$ cat config.mk
export PLATFORM = sky130hd
export DESIGN_NAME = ils_cell
export DESIGN_NICKNAME = d
export VERILOG_FILES = /design/src/rtl/core/ils_pkg.sv /design/src/rtl/core/ils_cell.sv
export SDC_FILE = /design/constraint.sdc
export NUM_CORES = 1
export LEC_CHECK = 0
export BUFFER_PORTS_ARGS = -buffer_cell sky130_fd_sc_hd__buf_4
export CAP_MARGIN = 5
export CORE_AREA = 2 2 103 85
export DETAILED_ROUTE_END_ITERATION = 7
export DIE_AREA = 0 0 105 87
export GPL_ROUTABILITY_DRIVEN = 1
export PLACE_DENSITY = 0.61
export SLEW_MARGIN = 15
export SYNTH_ARGS = -nofsm -noshare
export SYNTH_HDL_FRONTEND = slang
export SYNTH_SLANG_ARGS = --single-unit
$ cat constraint.sdc
create_clock -name clk -period 2.46 [get_ports clk]
set_clock_uncertainty 0.05 [all_clocks]
set_input_delay 0.369 -clock clk [delete_from_list [all_inputs] [get_ports clk]]
set_output_delay 0.369 -clock clk [all_outputs]
set_load 0.01 [all_outputs]
$ cat src/rtl/core/ils_pkg.sv
// Shared field widths, command and status codes, and the cell operation type.
`default_nettype none

package ils_pkg;

  localparam int CMD_W    = 3;
  localparam int POS_W    = 7;
  localparam int DATA_W   = 32;
  localparam int STATUS_W = 2;
  localparam int FPOS_W   = 6;
  localparam int LCOUNT_W = 7;

  localparam logic [CMD_W-1:0] CMD_PUSH   = 3'd0;
  localparam logic [CMD_W-1:0] CMD_POP    = 3'd1;
  localparam logic [CMD_W-1:0] CMD_INSERT = 3'd2;
  localparam logic [CMD_W-1:0] CMD_DELETE = 3'd3;
  localparam logic [CMD_W-1:0] CMD_READ   = 3'd4;
  localparam logic [CMD_W-1:0] CMD_FIND   = 3'd5;

  localparam logic [STATUS_W-1:0] ST_OK    = 2'd0;
  localparam logic [STATUS_W-1:0] ST_RANGE = 2'd1;
  localparam logic [STATUS_W-1:0] ST_FULL  = 2'd2;

  typedef enum logic [2:0] {
    CELL_HOLD,
    CELL_PUSH,
    CELL_INSERT,
    CELL_DELETE,
    CELL_ROTATE
  } cell_op_t;

endpackage

`default_nettype wire

$ cat src/rtl/core/ils_cell.sv
// One list slot: holds a word and loads it from the key or a neighbor.
`default_nettype none

module ils_cell #(
  parameter int WORD_WIDTH = 32,
  parameter int CNT_W      = 7,
  parameter int INDEX      = 0
) (
  input  logic                  clk,
  input  ils_pkg::cell_op_t     op_i,
  input  logic [CNT_W-1:0]      pos_i,
  input  logic [CNT_W-1:0]      count_i,
  input  logic [WORD_WIDTH-1:0] key_i,
  input  logic [WORD_WIDTH-1:0] left_i,
  input  logic [WORD_WIDTH-1:0] right_i,
  output logic [WORD_WIDTH-1:0] word_o
);
  import ils_pkg::*;

  localparam logic [CNT_W-1:0] MY_IDX   = CNT_W'(INDEX);
  localparam logic [CNT_W-1:0] NEXT_IDX = CNT_W'(INDEX + 1);

  logic [WORD_WIDTH-1:0] word_r;
  logic [WORD_WIDTH-1:0] word_nxt;

  always_comb begin
    word_nxt = word_r;
    case (op_i)
      CELL_PUSH: begin
        if (count_i == MY_IDX) word_nxt = key_i;
      end
      CELL_INSERT: begin
        if (MY_IDX == pos_i) begin
          word_nxt = key_i;
        end else if (MY_IDX > pos_i && MY_IDX <= count_i) begin
          word_nxt = left_i;
        end
      end
      CELL_DELETE: begin
        if (MY_IDX >= pos_i && NEXT_IDX < count_i) word_nxt = right_i;
      end
      // The whole row turns one place toward slot zero.
      CELL_ROTATE: word_nxt = right_i;
      default: word_nxt = word_r;
    endcase
  end

  always_ff @(posedge clk) begin
    word_r <= word_nxt;
  end

  assign word_o = word_r;

endmodule

`default_nettype wire

Word level (Yosys, flattened, before mapping)
Cells that the tools add are included.
Operators by class
  $mul: 0
  shift operators: 0
  add/sub/neg operators: 0
  eq/ne operators: 7
  div/mod/pow operators: 0
  order comparisons: 4
  reductions and logical operators: 6
  bitwise operators: 0
  multiplexer cells: 5
Operators with widths (count)
  $mux 32: 4
  $pmux 32 s4: 1
  $logic_not 7->1: 2
  $ge 1x7->1 const A: 1
  $gt 1x7->1 const A: 1
  $le 1x7->1 const A: 1
  $lt 1x7->1 const A: 1
  $eq 3x2->1 const B: 2
  $ne 2x2->1 const B: 2
  $reduce_and 4->1: 1
  $reduce_bool 4->1: 1
  $eq 3x1->1 const B: 1
  $eq 3x3->1 const B: 1
  $ne 3x3->1 const B: 1
  $logic_and 1x1->1: 2
Storage, ports and cells
  memories kept: 0
  input port bits: 114
  output and inout port bits: 32
  logic and storage cells: 23
  bits in latches: 0
  register bits: 32
  RAM bits: 0
  memory bits (read-only): 0

Longest topological paths before layout
  depth after elaboration: 5
  mapped depth: 5
  mapped depth without buffers: 3

Least setup slack after synthesis
OpenSTA, ideal clock, no wires.
  path kind: input to register
  start point: in pos_i[3]
  end point: reg word_r[0] (netlist: word_o[0]) (enable)
  cell stages on the path: 4
  required time: 2.014 ns
  arrival time: 2.202 ns
  buffers on the path: 1
  path slack: -0.188 ns
  library setup time: 0.396 ns
  cells stage by stage: or4_4 > buf_6 > a2111o_1 > nand4_1
On the way
  cells in the longest elaborated chain, start to end: 4
  elaborated cells on any way between the ends: 8
  those cells by class: order compare (2); eq/ne (2); reduce/logical (4)
Ends and longest elaborated chain
  from (decl): line ils_cell.sv:11  | input logic [CNT_W-1:0] pos_i,
  $gt 1x7->1 / $ge 1x7->1 (equally long branches): line ils_cell.sv:35, ils_cell.sv:40
  $logic_and 1x1->1 (on tied branches): line ils_cell.sv:35, ils_cell.sv:40
  $ne 3x3->1 (no source line) / $ne 2x2->1 (equally long branches)
  $reduce_and 4->1 (no source line) *
  to (signal assigned): line ils_cell.sv:49  | word_r <= word_nxt;
  to (decl): line ils_cell.sv:23  | logic [WORD_WIDTH-1:0] word_r;
Every way passes the cells marked *; elsewhere a longest branch is shown, timed or not.
A chain may end at the register's enable or synchronous reset.

Worst setup path in the final report
  start point: in op_i[0]
  end point: reg word_r[5] (netlist: word_o[5]), data pin
On the way
  cells in the longest elaborated chain, start to end: 2
  elaborated cells on any way between the ends: 5
  those cells by class: eq/ne (4); mux (1)
Ends and longest elaborated chain
  from (decl): line ils_cell.sv:10  | input ils_pkg::cell_op_t op_i,
  $eq 3x3->1 (tied with other cells): line ils_cell.sv:28  | case (op_i)
  $pmux 32 s4 *: line ils_cell.sv:28
  via word_nxt[5]: line ils_cell.sv:24  | logic [WORD_WIDTH-1:0] word_nxt;
Mark *: on every way through the listed nets, which the timed path passes. The rest lies on a longest branch.

==> reports/qor.txt <==
Synthesis-to-layout area growth - 64.09%
Hold bufs inserted after CTS - 0
Total DRC errors in the routed layout - 0
Horiz. Die Dim - 105 um
Capturing element type of the critical path - register
Combinational family with the most area after synthesis - compound AO/OA/AOI/OAI gates
Fin worst setup slack - 0.5885 ns
Share of final-layout standard cells stronger than drive strength 1 - 49.85%
Maximum resistive drop on vdd - 0.1669 mV
Pre-Repair DR Iteration Count - 4
Global route overflow - 0
Count of maximum capacitance violations - 0
Antenna violations before repair - 0
Final count of hold timing violations - 0
Number of buffers between clock root and the deepest sink - 2
RSZ-0062 raised after global routing - false
Number of input and output port buffers inserted - 145
Xor and xnor area share after synthesis - 0%
Data required time at the worst endpoint - 2.52 ns
Kind of launch point of the worst setup path - primary input
Number of setup buffers added after CTS - 0
CTS tree - done
Total global-route track usage - 16.15%
Maximum number of pins on one net before global-route repair - 33
Estimated wirelength of the detail-placed design - 5435 um
Wire length of the first global-routing pass - 11610 um
Critical path fanouts, max - 17
Total power divided by cell area - 426.0 nW/um2
Synthesized instance count - 202
Max-slew headroom at the worst pin - 28.27%
1st-iter DRT viols - 88
Max reg flops - 32
Final Instance Area - 3271 um2
Synthesized area divided by synthesized cell count - 9.867 um2
Total vias in the final route - 2231
Number of setup violations in the final report - 0
Leakage dissipation - 1.326 nW
Most common cell after layout, fill and taps aside - sky130_fd_sc_hd__buf_4
Number of warnings printed during yosys synthesis - 0
Antenna Nets Post-Route - 0
Place WS - 0.2258 ns
Cell Area, Synth - 1993 um2
Vias in the first global route - 2377
Number of clock sinks - 32
Multiplexer share of the synthesized area - 0%
Diode insertion count for antenna repair - 0
Final cycle utilization of the critical path - 76.08%
Starting utilization of the core area - 24.36%
Leading cell types in the layout, fill and taps excluded - sky130_fd_sc_hd__buf_4 (154), sky130_fd_sc_hd__o211ai_1 (60), sky130_fd_sc_hd__nand2_1 (32), sky130_fd_sc_hd__o21ai_0 (32), sky130_fd_sc_hd__edfxtp_1 (32)
Register bit total from synthesis - 32
Synth Area in Simple Gates - 11.42%
Final GP Congestion - 0.7092
Category of the most critical setup path - primary input to register
Count of unique library cells instantiated by Yosys - 25
Placeable core area - 8183 um2
Minimum clock period after layout - 1.871 ns
Compound-gate portion of the synthesized area - 34.02%
Die Span Y - 87 um
DR WL/cell - 16.55 um
Clk slew on worst S/H paths - 0.07 ns
Result of the run - complete, no violations
Worst path arrival time - 1.93 ns
Die ar. - 9135 um2
Number of nets at the end of the flow - 453
# rows - 30
Final WL - 7464 um
Routed via count divided by cell count - 4.947
I/O pin count - 146
Seq/Total Area, Yosys - 48.21%
Kind of path behind the tightest hold check - primary input to register
Post-place instance area - 3193 um2
Syn_nets - 316
Max Freq - 0.5343 GHz
Adder-cell area share of the yosys netlist - 0%
Number of clock buffers inserted by TritonCTS - 5
Gates resized, CTS repair - 0
Transition time at the pin with the least slew margin - 1.076 ns
Cell chosen for the clock root - sky130_fd_sc_hd__clkbuf_8
Number of max-slew violations in the final report - 0
H-tree Lvls - 2
==> worst paths after layout <==
path,start,end,cells past startpoint
max,op_i[0],word_o[5],5
min,right_i[9],word_o[9],3
==> report_power, final <==
group / leakage, nW / internal (mW) / total (mW) / switching (mW)
Clock: 0.0410 / 0.192 / 0.387 / 0.195
Combinational: 0.998 / 0.201 / 0.355 / 0.153
Sequential: 0.287 / 0.643 / 0.652 / 0.00830
Total: 1.33 / 1.04 / 1.39 / 0.356
==> cell families (layout without fill, tap and decap cells) <==
family | count (synthesis) | after routing
compound gates | 98 | 98
flops | 32 | 32
buf+inv | 25 | 162
simple gates | 47 | 47
==> synthesized netlist by cell type <==
| library cell | number | share of area [%] |
|---|---|---|
| sky130_fd_sc_hd__buf_1 | 3 | 0.56 |
| sky130_fd_sc_hd__o211ai_2 | 4 | 2.5 |
| sky130_fd_sc_hd__nand3_1 | 2 | 0.50 |
| sky130_fd_sc_hd__nor2_1 | 1 | 0.19 |
| sky130_fd_sc_hd__and3b_1 | 1 | 0.44 |
| sky130_fd_sc_hd__or4_4 | 1 | 0.56 |
| sky130_fd_sc_hd__nor3b_1 | 1 | 0.38 |
| sky130_fd_sc_hd__inv_1 | 1 | 0.19 |
| sky130_fd_sc_hd__o211ai_1 | 60 | 23 |
| sky130_fd_sc_hd__nand2b_1 | 1 | 0.31 |
| sky130_fd_sc_hd__edfxtp_1 | 32 | 48 |
| sky130_fd_sc_hd__or3_1 | 1 | 0.31 |
| sky130_fd_sc_hd__a31oi_1 | 1 | 0.31 |
| sky130_fd_sc_hd__nand2_1 | 32 | 6.0 |
| sky130_fd_sc_hd__nor4b_1 | 1 | 0.44 |
| sky130_fd_sc_hd__nor3b_2 | 1 | 0.63 |
| sky130_fd_sc_hd__nor4_1 | 2 | 0.63 |
| sky130_fd_sc_hd__a2111o_1 | 1 | 0.56 |
| sky130_fd_sc_hd__clkbuf_1 | 15 | 2.8 |
| sky130_fd_sc_hd__o21ai_0 | 32 | 8.0 |
| sky130_fd_sc_hd__buf_2 | 2 | 0.50 |
| sky130_fd_sc_hd__or3b_2 | 1 | 0.44 |
| sky130_fd_sc_hd__nor3_1 | 1 | 0.25 |
| sky130_fd_sc_hd__buf_6 | 4 | 2.3 |
| sky130_fd_sc_hd__nand4_1 | 1 | 0.31 |
==> metal layers <==
layer  global-route usage, %  vias to the layer above  part of all wire [%]
li1                        -                     1072                     -
met1                   19.61                     1035                    42
met2                   28.16                      117                    49
met3                   4.114                        7                   7.9
met4                   5.455                        0                   1.0
met5                       0                        -                     0
==> stage by stage <==
step / cells / hold WS [ns] / TNS, ns / power, mW / util [%]
2_1_floorplan: 202 / 0.5551 / -6.012 / 0.7955 / -
3_3_place_gp: 444 / 0.6467 / 0 / 1.014 / 39.02
3_5_place_dp: 444 / 0.6514 / 0 / 1.021 / 39.02
4_1_cts: 451 / 0.3613 / 0 / 1.411 / 39.97
5_1_grt: 451 / 0.3682 / 0 / 1.463 / 39.97
6_report: 451 / 0.3679 / 0 / 1.393 / 39.97
==> worst max-delay path, cell delays in order <==
cell                       delay, ns
sky130_fd_sc_hd__buf_4          0.14
sky130_fd_sc_hd__nor3b_2        0.80
sky130_fd_sc_hd__buf_4          0.35
sky130_fd_sc_hd__o21ai_0        0.12
sky130_fd_sc_hd__o211ai_1       0.13
==> cell type report <==
cell class,instances,area (um2)
timing repair buffer,154,1156
inverter,1,3.754
sequential,32,960.9
clock inverter,1,5.005
multi-input combinational,145,932.1
fill,843,4912
tap,112,140.1
clock buffer,6,72.57
Note: power is estimated with default switching activity, not from simulation.
