$ cat src/rtl/core/ils_pkg.sv
// Shared field widths, command and status codes, and the cell operation type.
`default_nettype none

package ils_pkg;

  localparam int CMD_W    = 3;
  localparam int POS_W    = 7;
  localparam int DATA_W   = 32;
  localparam int STATUS_W = 2;
  localparam int FPOS_W   = 6;
  localparam int LCOUNT_W = 7;

  localparam logic [CMD_W-1:0] CMD_PUSH   = 3'd0;
  localparam logic [CMD_W-1:0] CMD_POP    = 3'd1;
  localparam logic [CMD_W-1:0] CMD_INSERT = 3'd2;
  localparam logic [CMD_W-1:0] CMD_DELETE = 3'd3;
  localparam logic [CMD_W-1:0] CMD_READ   = 3'd4;
  localparam logic [CMD_W-1:0] CMD_FIND   = 3'd5;

  localparam logic [STATUS_W-1:0] ST_OK    = 2'd0;
  localparam logic [STATUS_W-1:0] ST_RANGE = 2'd1;
  localparam logic [STATUS_W-1:0] ST_FULL  = 2'd2;

  typedef enum logic [2:0] {
    CELL_HOLD,
    CELL_PUSH,
    CELL_INSERT,
    CELL_DELETE,
    CELL_ROTATE
  } cell_op_t;

endpackage

`default_nettype wire

$ cat src/rtl/core/ils_ctrl.sv
// Command sequencer: count, range checks, scan of slot zero, result queue.
`default_nettype none

module ils_ctrl #(
  parameter int DEPTH      = 64,
  parameter int WORD_WIDTH = 32,
  parameter int CNT_W      = 7
) (
  input  logic                          clk,
  input  logic                          rst_n,
  input  logic                          in_valid,
  output logic                          in_stall,
  input  logic [ils_pkg::CMD_W-1:0]     in_command,
  input  logic [ils_pkg::POS_W-1:0]     in_position,
  input  logic signed [ils_pkg::DATA_W-1:0] in_data_word,
  output logic                          out_valid,
  input  logic                          out_stall,
  output logic [ils_pkg::STATUS_W-1:0]  out_status,
  output logic signed [ils_pkg::DATA_W-1:0] out_read_word,
  output logic                          out_found,
  output logic [ils_pkg::FPOS_W-1:0]    out_found_position,
  output logic [ils_pkg::LCOUNT_W-1:0]  out_live_count,
  output ils_pkg::cell_op_t             cell_op,
  output logic [CNT_W-1:0]              cell_pos,
  output logic [CNT_W-1:0]              cell_count,
  output logic [WORD_WIDTH-1:0]         cell_key,
  input  logic [WORD_WIDTH-1:0]         head_word
);
  import ils_pkg::*;

  localparam int IDX_W = (DEPTH > 1) ? $clog2(DEPTH) : 1;
  localparam int CMP_W = (POS_W > CNT_W) ? POS_W : CNT_W;
  localparam logic [IDX_W-1:0] LAST_STEP = IDX_W'(DEPTH - 1);
  localparam logic [CNT_W-1:0] FULL_CNT  = CNT_W'(DEPTH);

  typedef struct packed {
    logic [STATUS_W-1:0] status;
    logic [DATA_W-1:0]   read_word;
    logic                found;
    logic [FPOS_W-1:0]   fpos;
    logic [LCOUNT_W-1:0] live_count;
  } res_t;

  typedef enum logic {S_IDLE, S_SCAN} state_t;

  state_t                state_r, state_nxt;
  logic [CNT_W-1:0]      count_r, count_nxt;
  logic [IDX_W-1:0]      step_r, step_nxt;
  logic                  find_r, find_nxt;
  logic [CNT_W-1:0]      pos_r, pos_nxt;
  logic [WORD_WIDTH-1:0] key_r, key_nxt;
  logic                  hit_r, hit_nxt;
  logic [FPOS_W-1:0]     fpos_r, fpos_nxt;
  logic [DATA_W-1:0]     rd_r, rd_nxt;
  logic                  out_valid_r, out_valid_nxt;
  res_t                  out_res_r, out_res_nxt;
  logic                  pend_valid_r, pend_valid_nxt;
  res_t                  pend_res_r, pend_res_nxt;

  logic                  accept;
  logic                  new_valid;
  res_t                  new_res;
  logic [CMP_W-1:0]      pos_cmp;
  logic [CMP_W-1:0]      cnt_cmp;
  logic                  full;
  logic [WORD_WIDTH-1:0] in_key;

  assign in_stall = (state_r != S_IDLE) || pend_valid_r;
  assign accept   = in_valid && !in_stall;
  assign pos_cmp  = CMP_W'(in_position);
  assign cnt_cmp  = CMP_W'(count_r);
  assign full     = (count_r == FULL_CNT);
  assign in_key   = WORD_WIDTH'($unsigned(in_data_word));

  assign cell_pos   = CNT_W'(in_position);
  assign cell_count = count_r;
  assign cell_key   = in_key;

  always_comb begin
    state_nxt = state_r;
    count_nxt = count_r;
    step_nxt  = step_r;
    find_nxt  = find_r;
    pos_nxt   = pos_r;
    key_nxt   = key_r;
    hit_nxt   = hit_r;
    fpos_nxt  = fpos_r;
    rd_nxt    = rd_r;
    cell_op   = CELL_HOLD;
    new_valid = 1'b0;
    new_res   = '0;

    unique case (state_r)
      S_IDLE: begin
        if (accept) begin
          new_valid = 1'b1;
          unique case (in_command) inside
            CMD_PUSH: begin
              if (full) begin
                new_res.status = ST_FULL;
              end else begin
                cell_op   = CELL_PUSH;
                count_nxt = count_r + CNT_W'(1);
              end
            end
            CMD_POP: begin
              if (count_r != '0) count_nxt = count_r - CNT_W'(1);
            end
            CMD_INSERT: begin
              if (pos_cmp > cnt_cmp) begin
                new_res.status = ST_RANGE;
              end else if (full) begin
                new_res.status = ST_FULL;
              end else begin
                cell_op   = CELL_INSERT;
                count_nxt = count_r + CNT_W'(1);
              end
            end
            CMD_DELETE: begin
              if (pos_cmp >= cnt_cmp) begin
                new_res.status = ST_RANGE;
              end else begin
                cell_op   = CELL_DELETE;
                count_nxt = count_r - CNT_W'(1);
              end
            end
            CMD_READ, CMD_FIND: begin
              if (in_command == CMD_READ && pos_cmp >= cnt_cmp) begin
                new_res.status = ST_RANGE;
              end else begin
                // Result comes when the row has turned once past slot zero.
                new_valid = 1'b0;
                state_nxt = S_SCAN;
                find_nxt  = (in_command == CMD_FIND);
                pos_nxt   = CNT_W'(in_position);
                key_nxt   = in_key;
                step_nxt  = '0;
                hit_nxt   = 1'b0;
                fpos_nxt  = '0;
                rd_nxt    = '0;
              end
            end
            default: begin
              new_res.status = ST_OK;
            end
          endcase
          new_res.live_count = LCOUNT_W'(count_nxt);
        end
      end
      S_SCAN: begin
        // Slot zero holds the word of list index step_r during this cycle.
        cell_op  = CELL_ROTATE;
        step_nxt = step_r + IDX_W'(1);
        if (find_r) begin
          if (!hit_r && CNT_W'(step_r) < count_r && head_word == key_r) begin
            hit_nxt  = 1'b1;
            fpos_nxt = FPOS_W'(step_r);
          end
        end else if (CNT_W'(step_r) == pos_r) begin
          rd_nxt = DATA_W'(head_word);
        end
        if (step_r == LAST_STEP) begin
          state_nxt          = S_IDLE;
          new_valid          = 1'b1;
          new_res.status     = ST_OK;
          new_res.read_word  = rd_nxt;
          new_res.found      = hit_nxt;
          new_res.fpos       = fpos_nxt;
          new_res.live_count = LCOUNT_W'(count_r);
        end
      end
      default: state_nxt = S_IDLE;
    endcase
  end

  // Two-slot result queue so a finished beat is never lost; new commands stall while the second slot is full.
  always_comb begin
    out_valid_nxt  = out_valid_r;
    out_res_nxt    = out_res_r;
    pend_valid_nxt = pend_valid_r;
    pend_res_nxt   = pend_res_r;
    if (!out_valid_r || !out_stall) begin
      if (pend_valid_r) begin
        out_valid_nxt  = 1'b1;
        out_res_nxt    = pend_res_r;
        pend_valid_nxt = 1'b0;
      end else begin
        out_valid_nxt = new_valid;
        out_res_nxt   = new_res;
      end
    end else if (new_valid) begin
      pend_valid_nxt = 1'b1;
      pend_res_nxt   = new_res;
    end
  end

  always_ff @(posedge clk) begin
    if (!rst_n) begin
      state_r      <= S_IDLE;
      count_r      <= '0;
      step_r       <= '0;
      find_r       <= 1'b0;
      pos_r        <= '0;
      key_r        <= '0;
      hit_r        <= 1'b0;
      fpos_r       <= '0;
      rd_r         <= '0;
      out_valid_r  <= 1'b0;
      out_res_r    <= '0;
      pend_valid_r <= 1'b0;
      pend_res_r   <= '0;
    end else begin
      state_r      <= state_nxt;
      count_r      <= count_nxt;
      step_r       <= step_nxt;
      find_r       <= find_nxt;
      pos_r        <= pos_nxt;
      key_r        <= key_nxt;
      hit_r        <= hit_nxt;
      fpos_r       <= fpos_nxt;
      rd_r         <= rd_nxt;
      out_valid_r  <= out_valid_nxt;
      out_res_r    <= out_res_nxt;
      pend_valid_r <= pend_valid_nxt;
      pend_res_r   <= pend_res_nxt;
    end
  end

  assign out_valid          = out_valid_r;
  assign out_status         = out_res_r.status;
  assign out_read_word      = out_res_r.read_word;
  assign out_found          = out_res_r.found;
  assign out_found_position = out_res_r.fpos;
  assign out_live_count     = out_res_r.live_count;

endmodule

`default_nettype wire

$ cat config.mk
export PLATFORM = sky130hd
export DESIGN_NAME = ils_ctrl
export DESIGN_NICKNAME = d
export VERILOG_FILES = /design/src/rtl/core/ils_pkg.sv /design/src/rtl/core/ils_ctrl.sv
export SDC_FILE = /design/constraint.sdc
export NUM_CORES = 1
export LEC_CHECK = 0
export ABC_AREA = 1
export CORE_MARGIN = 4
export CORE_UTILIZATION = 55
export DETAILED_ROUTE_END_ITERATION = 10
export DONT_BUFFER_PORTS = 1
export PLACE_DENSITY = 0.74
export SLEW_MARGIN = 15
export SYNTH_ARGS = -nofsm -noshare
export SYNTH_HDL_FRONTEND = slang
export SYNTH_SLANG_ARGS = --single-unit
$ cat constraint.sdc
create_clock -name clk -period 5 [get_ports clk]
set_clock_uncertainty 0.05 [all_clocks]
set_input_delay 1 -clock clk [delete_from_list [all_inputs] [get_ports clk]]
set_output_delay 1 -clock clk [all_outputs]
set_load 0.01 [all_outputs]
After elaboration in Yosys (flattened, before gate mapping)

Index checks and enable logic that the tools add are counted.

Register bits after elaboration: 191
Word-level logic and storage cells: 115

Order comparisons: 3
$add $sub $neg: 3
Bitwise operators: 4
Reduce and logical (&&, ||, !) cells: 18
Multiplexer cells: 54
Equal/unequal tests: 12

Operators with widths:

| cell                  | count |
|---|---|
| $mux W32              | 5 |
| $pmux W32 S2          | 1 |
| $mux W48              | 1 |
| $mux W46              | 1 |
| $mux W39              | 1 |
| $mux W7               | 5 |
| $eq A32 B32 Y1        | 1 |
| $mux W6               | 5 |
| $pmux W7 S4           | 1 |
| $pmux W6 S2           | 2 |
| $mux W1               | 17 |
| $pmux W7 S2           | 1 |
| $mux W2               | 6 |
| $pmux W3 S3           | 1 |
| $pmux W2 S4           | 1 |
| $add A7 B1 Y7 const B | 1 |
| $eq A6 B7 Y1          | 1 |
| $eq A7 B7 Y1 const B  | 1 |
| $ge A7 B7 Y1          | 1 |
| $gt A7 B7 Y1          | 1 |
| $lt A6 B7 Y1          | 1 |
| $reduce_bool A7 Y1    | 1 |
| $sub A7 B1 Y7 const B | 1 |
| $add A6 B1 Y6 const B | 1 |
| other kinds (19)      | 36 |

Longest topological paths before layout

Gate-level depths: netlist of the first run.

Depth after elaboration: 8
Depth in mapped cells: 18
Depth with buffers taken out: 16

Worst setup path before layout of the first run

No wires, ideal clock.

Kind: input to output
Start: in in_position[6] (netlist bit)
End: out cell_op[1]
Stages on the path: 9
Slack: 1.779 ns
Arrival time: 2.171 ns
Cells stage by stage: ha_1 nand2_1 inv_1 a21oi_2 nand2_1 nand2_1 nand2_1 nor2_1 o21a_1

Word-level cells in the longest chain between the ends: 5
Elaborated cells on any way between the ends: 7
Classes of those cells: order compare (2); mux (5)

RTL lines:

| element                                      | line                             | source |
|---|---|---|
| from (decl)                                  | ils_ctrl.sv:14                   | `input logic [ils_pkg::POS_W-1:0] in_position,` |
| $ge A7 B7 Y1 or $gt A7 B7 Y1 (tied branches) | ils_ctrl.sv:120, ils_ctrl.sv:110 |  |
| $mux W2 (on tied branches)                   | ils_ctrl.sv:120, ils_ctrl.sv:110 |  |
| $pmux W3 S3 *                                | ils_ctrl.sv:97                   | `unique case (in_command) inside` |
| $mux W3 *                                    | ils_ctrl.sv:95                   | `if (accept) begin` |
| $pmux W3 S2 *                                | ils_ctrl.sv:93                   | `unique case (state_r)` |
| to (decl)                                    | ils_ctrl.sv:23                   | `output ils_pkg::cell_op_t cell_op,` |

Every way passes the cells marked *; elsewhere a longest branch is shown, timed or not.

Worst setup path after layout of the first run

Start: reg count_r[3] (netlist: cell_count[3])
End: out cell_op[1]

Word-level cells in the longest chain between the ends: 6
Elaborated cells on any way between the ends: 9
Classes of those cells: order compare (2); eq/ne (1); mux (6)

RTL lines:

| element                                                              | line            | source |
|---|---|---|
| from (decl)                                                          | ils_ctrl.sv:47  | `logic [CNT_W-1:0] count_r, count_nxt;` |
| from (signal assigned)                                               | ils_ctrl.sv:214 | `count_r <= count_nxt;` |
| parallel branches: the longest is 3 deep, another holds $ge A7 B7 Y1 | --              |  |
| $pmux W3 S3 *                                                        | ils_ctrl.sv:97  |  |
| $mux W3 *                                                            | ils_ctrl.sv:95  |  |
| $pmux W3 S2 *                                                        | ils_ctrl.sv:93  |  |

Mark *: on every way between the ends.

==> results by group, run 1 <==
Floorplan
  – Initial Utilization: a little under three fifths
  – Die Span X: 142 um
  – FP Rows: 48
  – Die height: 142 um
  – Core area: roughly 0.017 sq mm
  – Die area: 0.0200 sq mm
  – # IOs: 177

Pwr
  – Worst vdd ir: around 0.25 mV
  – Design Power: 0.00365 W
  – Leakage power: 4.44 nW
  – Power Dens Cells: between 300 and 400 mW/mm^2

Finish
  – Final Util: approximately 59%
  – Layout cells sized above 1: under 10%
  – Synthesis-to-finish area growth: 3.65%
  – Diodes inserted: 0
  – Final nets: 1,437
  – Fillers: between 1,500 and 2,000
  – Most frequent cells in the layout: 355 x nand2_1, 190 x dfxtp_1, 130 x a21oi_1
  – Commonest non-fill, non-tap cell in the layout: nand2_1

Setup path
  – Worst Path Arrival: around 2.7 ns
  – Most used cell, CP: nand2_1
  – Worst R2R Start: cell_count[3]
  – R2R Path End: pend_res_r[24]
  – Worst Setup Start Kind: register
  – Critical Path Max Stage Delay: 0.62 ns
  – Critical path fanouts, max: 12
  – Reg2Reg Setup Slack: roughly 1.4 ns
  – Kind of critical path: reg2out
  – Critical Path Sink Type: output port
  – Crit-path slowest cell: dfxtp_1
  – Cell breakdown of the critical path: inv_1, ha_1, nand2_1, nor2_2, nand3_2, nand2_1, nand2_1, nor2_1, o21a_1
  – Crit path required time: between 3 and 4 ns
  – Worst Reg-to-Reg Cells: 15

GRT
  – Largest net degree at the start of global routing: 94
  – Initial antenna violation count: 0
  – Global route total overflow: 0
  – Vias in the first global route: a little over 8,000
  – Global-route wire length before repair: between 40,000 and 50,000 um
  – Global Route Usage Sum: ~25%

Clocking
  – CTS buffer count: 17
  – TritonCTS clock tree: done
  – Htree depth: 4
  – Clock sinks: around 190
  – Worst-Skew Late Latency: roughly 0.43 ns
  – Clk root buf: clkbuf_16
  – Resize count post-CTS: 0
  – Number of post-CTS setup repair buffers: 0
  – CTS Hold Bufs: 0
  – Reg clk slew, reported paths: 0.07 ns
  – Clock Path Buffers: 2

Run
  – MaxCap Viol Count: 0

Placement
  – Number of I/O port buffers: 0
  – Post-DP HPWL: roughly 18,000 um
  – Routability Congestion: a little over 0.9

STA
  – Max Fclk: 267 MHz
  – Final setup viols: 0
  – Setup TNS Final: 0 ns
  – Fin. Hold Viols: 0
  – Hold_ws: 0.413 ns
  – Slew @ Worst Pin: between 0.9 and 1 ns
  – Unrepaired setup endpoints after global routing: false
  – Fin. max-slew vios: 0
  – Max_slew headroom: ~33%
  – Crit share post-route: about three quarters
  – Minimum clock period: about 3.7 ns

Routing
  – Final wirelength: roughly 25,000 um
  – DR iter-0 viols: approximately 660
  – Drt pass-1 iters: 5
  – Drc violations: 0
  – Vias: just under 9,000
  – Via/cell ratio: about 5.5
  – Drt wl/cell: between 15 and 20 um
  – Detail Route Antenna Nets: 0

Synthesis
  – Synthesis Warnings: 0
  – Syn Inst Count: 1,439
  – Post-synthesis sequential area ratio: about two fifths
  – Mean Syn Cell Area: around 6.8 sq um
  – Mapped Nets: 1,532
  – Distinct cell type count after synthesis: 35
  – Seq cells post-synth: between 150 and 200
  – Cell Area, Synth: between 0.009 and 0.01 sq mm

Status
  – Status: complete, no violations

Worst hold path
  – Worst hold path type: reg2reg
  – WHS Endpoint: rd_r[27]
  – Hold Crit Start: rd_r[27]
  – WHS Path Cells: 2
-- synth_stat cells, drive strengths merged --
cell type  instances  area, sq um
a21o               7         52.6
o21ai            125          626
xnor2             14          123
xor2               7         61.3
inv              106          398
a22oi              1         7.51
o211ai             1         7.51
a21oi            137          712
nand4             51          319
clkbuf            51          191
nor3               9         45.0
buf               72          485
o21a               2         15.0
dfxtp            191         3820
nand2            357         1350
clkinv             2         7.51
ha                15          188
nor2             132          522
nand3            115          596
a31oi              1         6.26
or2               43          269
-- worst max path at each step --
stage | start | endpoint | slack [ns] | cells after the start
detailed placement | in_position[6] | hit_r | 1.30 | 12
floorplan | in_position[6] | cell_op[1] | 1.78 | 9
global route | cell_count[3] | cell_op[1] | 1.02 | 9
global placement | in_position[6] | hit_r | 1.37 | 12
CTS | cell_count[3] | cell_op[1] | 1.26 | 9
finish | cell_count[3] | cell_op[1] | 1.26 | 9
-- through the flow --
stage | cell area, sq um | cells | setup WS [ns]
2_1_floorplan | 9800 | 1439 | 1.78
3_3_place_gp | 9500 | 1550 | 1.37
3_5_place_dp | 9500 | 1550 | 1.30
4_1_cts | 10200 | 1581 | 1.26
5_1_grt | 10200 | 1581 | 1.02
6_report | 10200 | 1581 | 1.26
-- worst max-delay path, delay by kind of cell, from the launching register on --
kind	cells	cell delay (ns)
DFF	1	0.62
adders and majority gates	1	0.33
buffers and inverters	1	0.25
AOI/OAI and AO/OA	1	0.17
and+or+nand+nor	6	0.87
-- sequential cells by signal (all words and copies together), names as in the netlist, 7 cells and up --
register	flops
pend_res_r	48
key_r	32
out_read_word	32
rd_r	32
cell_count	7
out_live_count	7
pos_r	7
-- power by group --
group          switching, W  leakage, nW  total, W  internal, W
Clock              0.000599        0.317   0.00154     0.000939
Combinational      0.000319         2.57  0.000488     0.000169
Sequential        0.0000436         1.55   0.00162      0.00158
-- routing by layer --
layer	up-vias	GRT usage, %	share of wire (%)
met5	-	0	0
met4	0	10.1	3.2
met3	54	5.73	5.5
met2	241	44.5	51
met1	3995	29.6	40
li1	4464	-	-
-- logic make-up (layout without fill, tap and decap cells) --
logic type,after synthesis,in the layout,share of synthesized area [%]
and+or+nand+nor,707,707,31.6
AOI/OAI and AO/OA,274,274,14.5
buffers and inverters,231,148,11.0
DFF,191,191,39.0
xor gates and xnor gates,21,21,1.88
adders and majority gates,15,15,1.91
-- area by class of cell --
cell class	count	area, sq um	area share, %
Clock buffer	18	429	4.22
Inverter	108	405	3.99
Clock inverter	13	235	2.31
Multi-Input combinational cell	1017	4910	48.3
Timing Repair Buffer	9	80.1	0.788
Sequential cell	191	3820	37.6
Tap cell	225	282	2.77
Note: power is estimated with default switching activity, not from simulation.
==> run 2: changes to the inputs <==
Clock period 5 ns to 3.7 ns, I/O delays scaled along.
==> run 2 against run 1 <==
Critical path depth grew 1. Die area is the same. Utilization shrank 0.072 points. Largest cell class unchanged.
==> results by group, run 2 (same netlist as run 1, synthesis figures left out) <==
Clocking
  – Worst-Skew Late Latency: 0.44 ns (about the same)
  – CTS buffer count: 17 (unchanged)
  – Clock Path Buffers: 2 (unchanged)
  – Number of post-CTS setup repair buffers: 0 (unchanged)
  – Clk root buf: clkbuf_16
  – Clock sinks: 191 (unchanged)
  – Reg clk slew, reported paths: 0.07 ns (about the same)
  – Resize count post-CTS: 0 (unchanged)
  – TritonCTS clock tree: done
  – CTS Hold Bufs: 0 (unchanged)
  – Htree depth: 4 (unchanged)

GRT
  – Initial antenna violation count: 0 (unchanged)
  – Global route total overflow: 0 (unchanged)
  – GR Layer Usage met3: 5.22% (-0.51 points)
  – Grt peak-use layer: met2
  – Vias in the first global route: 8,150 (+0.68%)
  – Global Route Usage Sum: 25.3% (+0.044 points)
  – Met1 usage: 29.7% (+0.045 points)
  – Global-route wire length before repair: 41,300 um (+1.0%)
  – Largest net degree at the start of global routing: 94 (unchanged)
  – GR Util met2: 45.9% (+1.4 points)

Finish
  – Diodes inserted: 0 (unchanged)
  – Synthesis-to-finish area growth: 3.52%
  – Most frequent cells in the layout: 355 x nand2_1, 190 x dfxtp_1, 130 x a21oi_1
  – Top reg by flops: pend_res_r
  – Max FFs per register: 48 (unchanged)
  – Fillers: 1,714 (+1.5%)
  – Layout cells sized above 1: 8.87% (+0.61 points)
  – Commonest non-fill, non-tap cell in the layout: nand2_1
  – Final nets: 1,445 (+0.56%)

Placement
  – Post-DP HPWL: 18,000 um (+0.81%)
  – Post-place setup slack: 0.521 ns (-0.779 ns)
  – Number of I/O port buffers: 0 (unchanged)
  – Routability Congestion: 0.895 (-1.6%)

STA
  – Crit share post-route: between 90% and 100%
  – Max_slew headroom: 31.4% (-1.8 points)
  – Unrepaired setup endpoints after global routing: false
  – Setup slack after layout: 0.331 ns (-0.931 ns)
  – Max Fclk: approximately 300 MHz
  – Slew @ Worst Pin: 1.03 ns (+0.0276 ns)
  – Minimum clock period: between 3 and 4 ns
  – Final setup viols: 0 (unchanged)
  – Hold_ws: 0.398 ns (-0.0160 ns)
  – Setup TNS Final: 0 ns (unchanged)
  – Fin. max-slew vios: 0 (unchanged)
  – Fin. Hold Viols: 0 (unchanged)

Routing
  – Drc violations: 0 (unchanged)
  – Drt pass-1 iters: 7 (+2)
  – Final wirelength: 25,700 um (+1.5%)
  – Detail Route Antenna Nets: 0 (unchanged)
  – DR iter-0 viols: 655 (-0.15%)
  – Drt wl/cell: 16.2 um (+0.99%)
  – Via/cell ratio: 5.59 (+0.94%)
  – Vias: 8,881 (+1.5%)

Floorplan
  – Initial Utilization: 56.5% (unchanged)
  – Die height: 142 um (unchanged)
  – Die Span X: 142 um (unchanged)
  – FP Rows: 48 (unchanged)
  – Core area: 0.0174 sq mm (unchanged)
  – Die area: 0.0200 sq mm (unchanged)
  – # IOs: 177 (unchanged)

Setup path
  – Worst Setup Start Kind: register
  – Kind of critical path: reg2out
  – Crit path required time: 2.91 ns (-1.04 ns)
  – Critical path fanouts, max: 11 (-1)
  – Reg2Reg Setup Slack: 0.49 ns (-0.89 ns)
  – Worst Path Arrival: 2.58 ns (-0.11 ns)
  – Critical Path Sink Type: output port

Status
  – Status: complete, no violations

Pwr
  – Power Dens Cells: 463 mW/mm^2 (+29%)
  – Design Power: 0.00470 W (+29%)
  – Worst vdd ir: 0.326 mV (+29%)
  – Leakage power: 4.45 nW (+0.33%)

Worst hold path
  – Worst hold path type: in2reg

Run
  – MaxCap Viol Count: 0 (unchanged)
run 2: changes by cell type in the layout (fill, tap and decap cells not counted), sizes merged:
cell,previous run,this run
clkinvlp,2,1
bufinv,6,1
buf,9,17
inv,108,112
clkbuf,18,20
run 2: report_power, final:
group / internal (W) / switching (W)
clock network: 0.00100 / 0.000835
registers: 0.00213 / 0.0000548
logic: 0.000236 / 0.000438
total: 0.00337 / 0.00133
run 2: cell type report:
type | instances | area, sq um | share of cell area (%)
Inverter | 108 | 405 | 3.99
Tap cell | 225 | 282 | 2.77
Clock buffer | 20 | 467 | 4.60
Sequential cell | 191 | 3820 | 37.7
Clock inverter | 11 | 125 | 1.23
Multi-Input combinational cell | 1017 | 4910 | 48.3
Timing Repair Buffer | 17 | 140 | 1.38
run 2: worst paths after layout:
kind,from,end,depth (start not counted)
max,cell_count[2],cell_op[1],10
min,rst_n,out_read_word[29],2
max reg2reg,cell_count[6],pos_r[0],12
min reg2reg,rd_r[3],rd_r[3],2
run 2: stage by stage:
step	utilization [%]	std cells	cell area [sq um]
2_1_floorplan	-	1439	9800
3_3_place_gp	55.1	1558	9560
3_5_place_dp	55.1	1558	9560
4_1_cts	58.5	1589	10100
5_1_grt	58.5	1589	10100
6_report	58.5	1589	10100
run 2: critical path: stages (launching register included):
cell and delay (ns):
dfxtp_1 0.61, inv_1 0.17, ha_1 0.34, a21oi_1 0.14, nand2_1 0.07, nand2_1 0.09, nand2_1 0.14, nand2_1 0.20
nand2_1 0.11, nor2_1 0.10, o21a_1 0.17
run 2: routing by layer:
metal | vias up | routed length, um
met2 | 237 | 13400
li1 | 4477 | -
met5 | - | 0
met1 | 4124 | 10300
met4 | 0 | 600
met3 | 43 | 1460
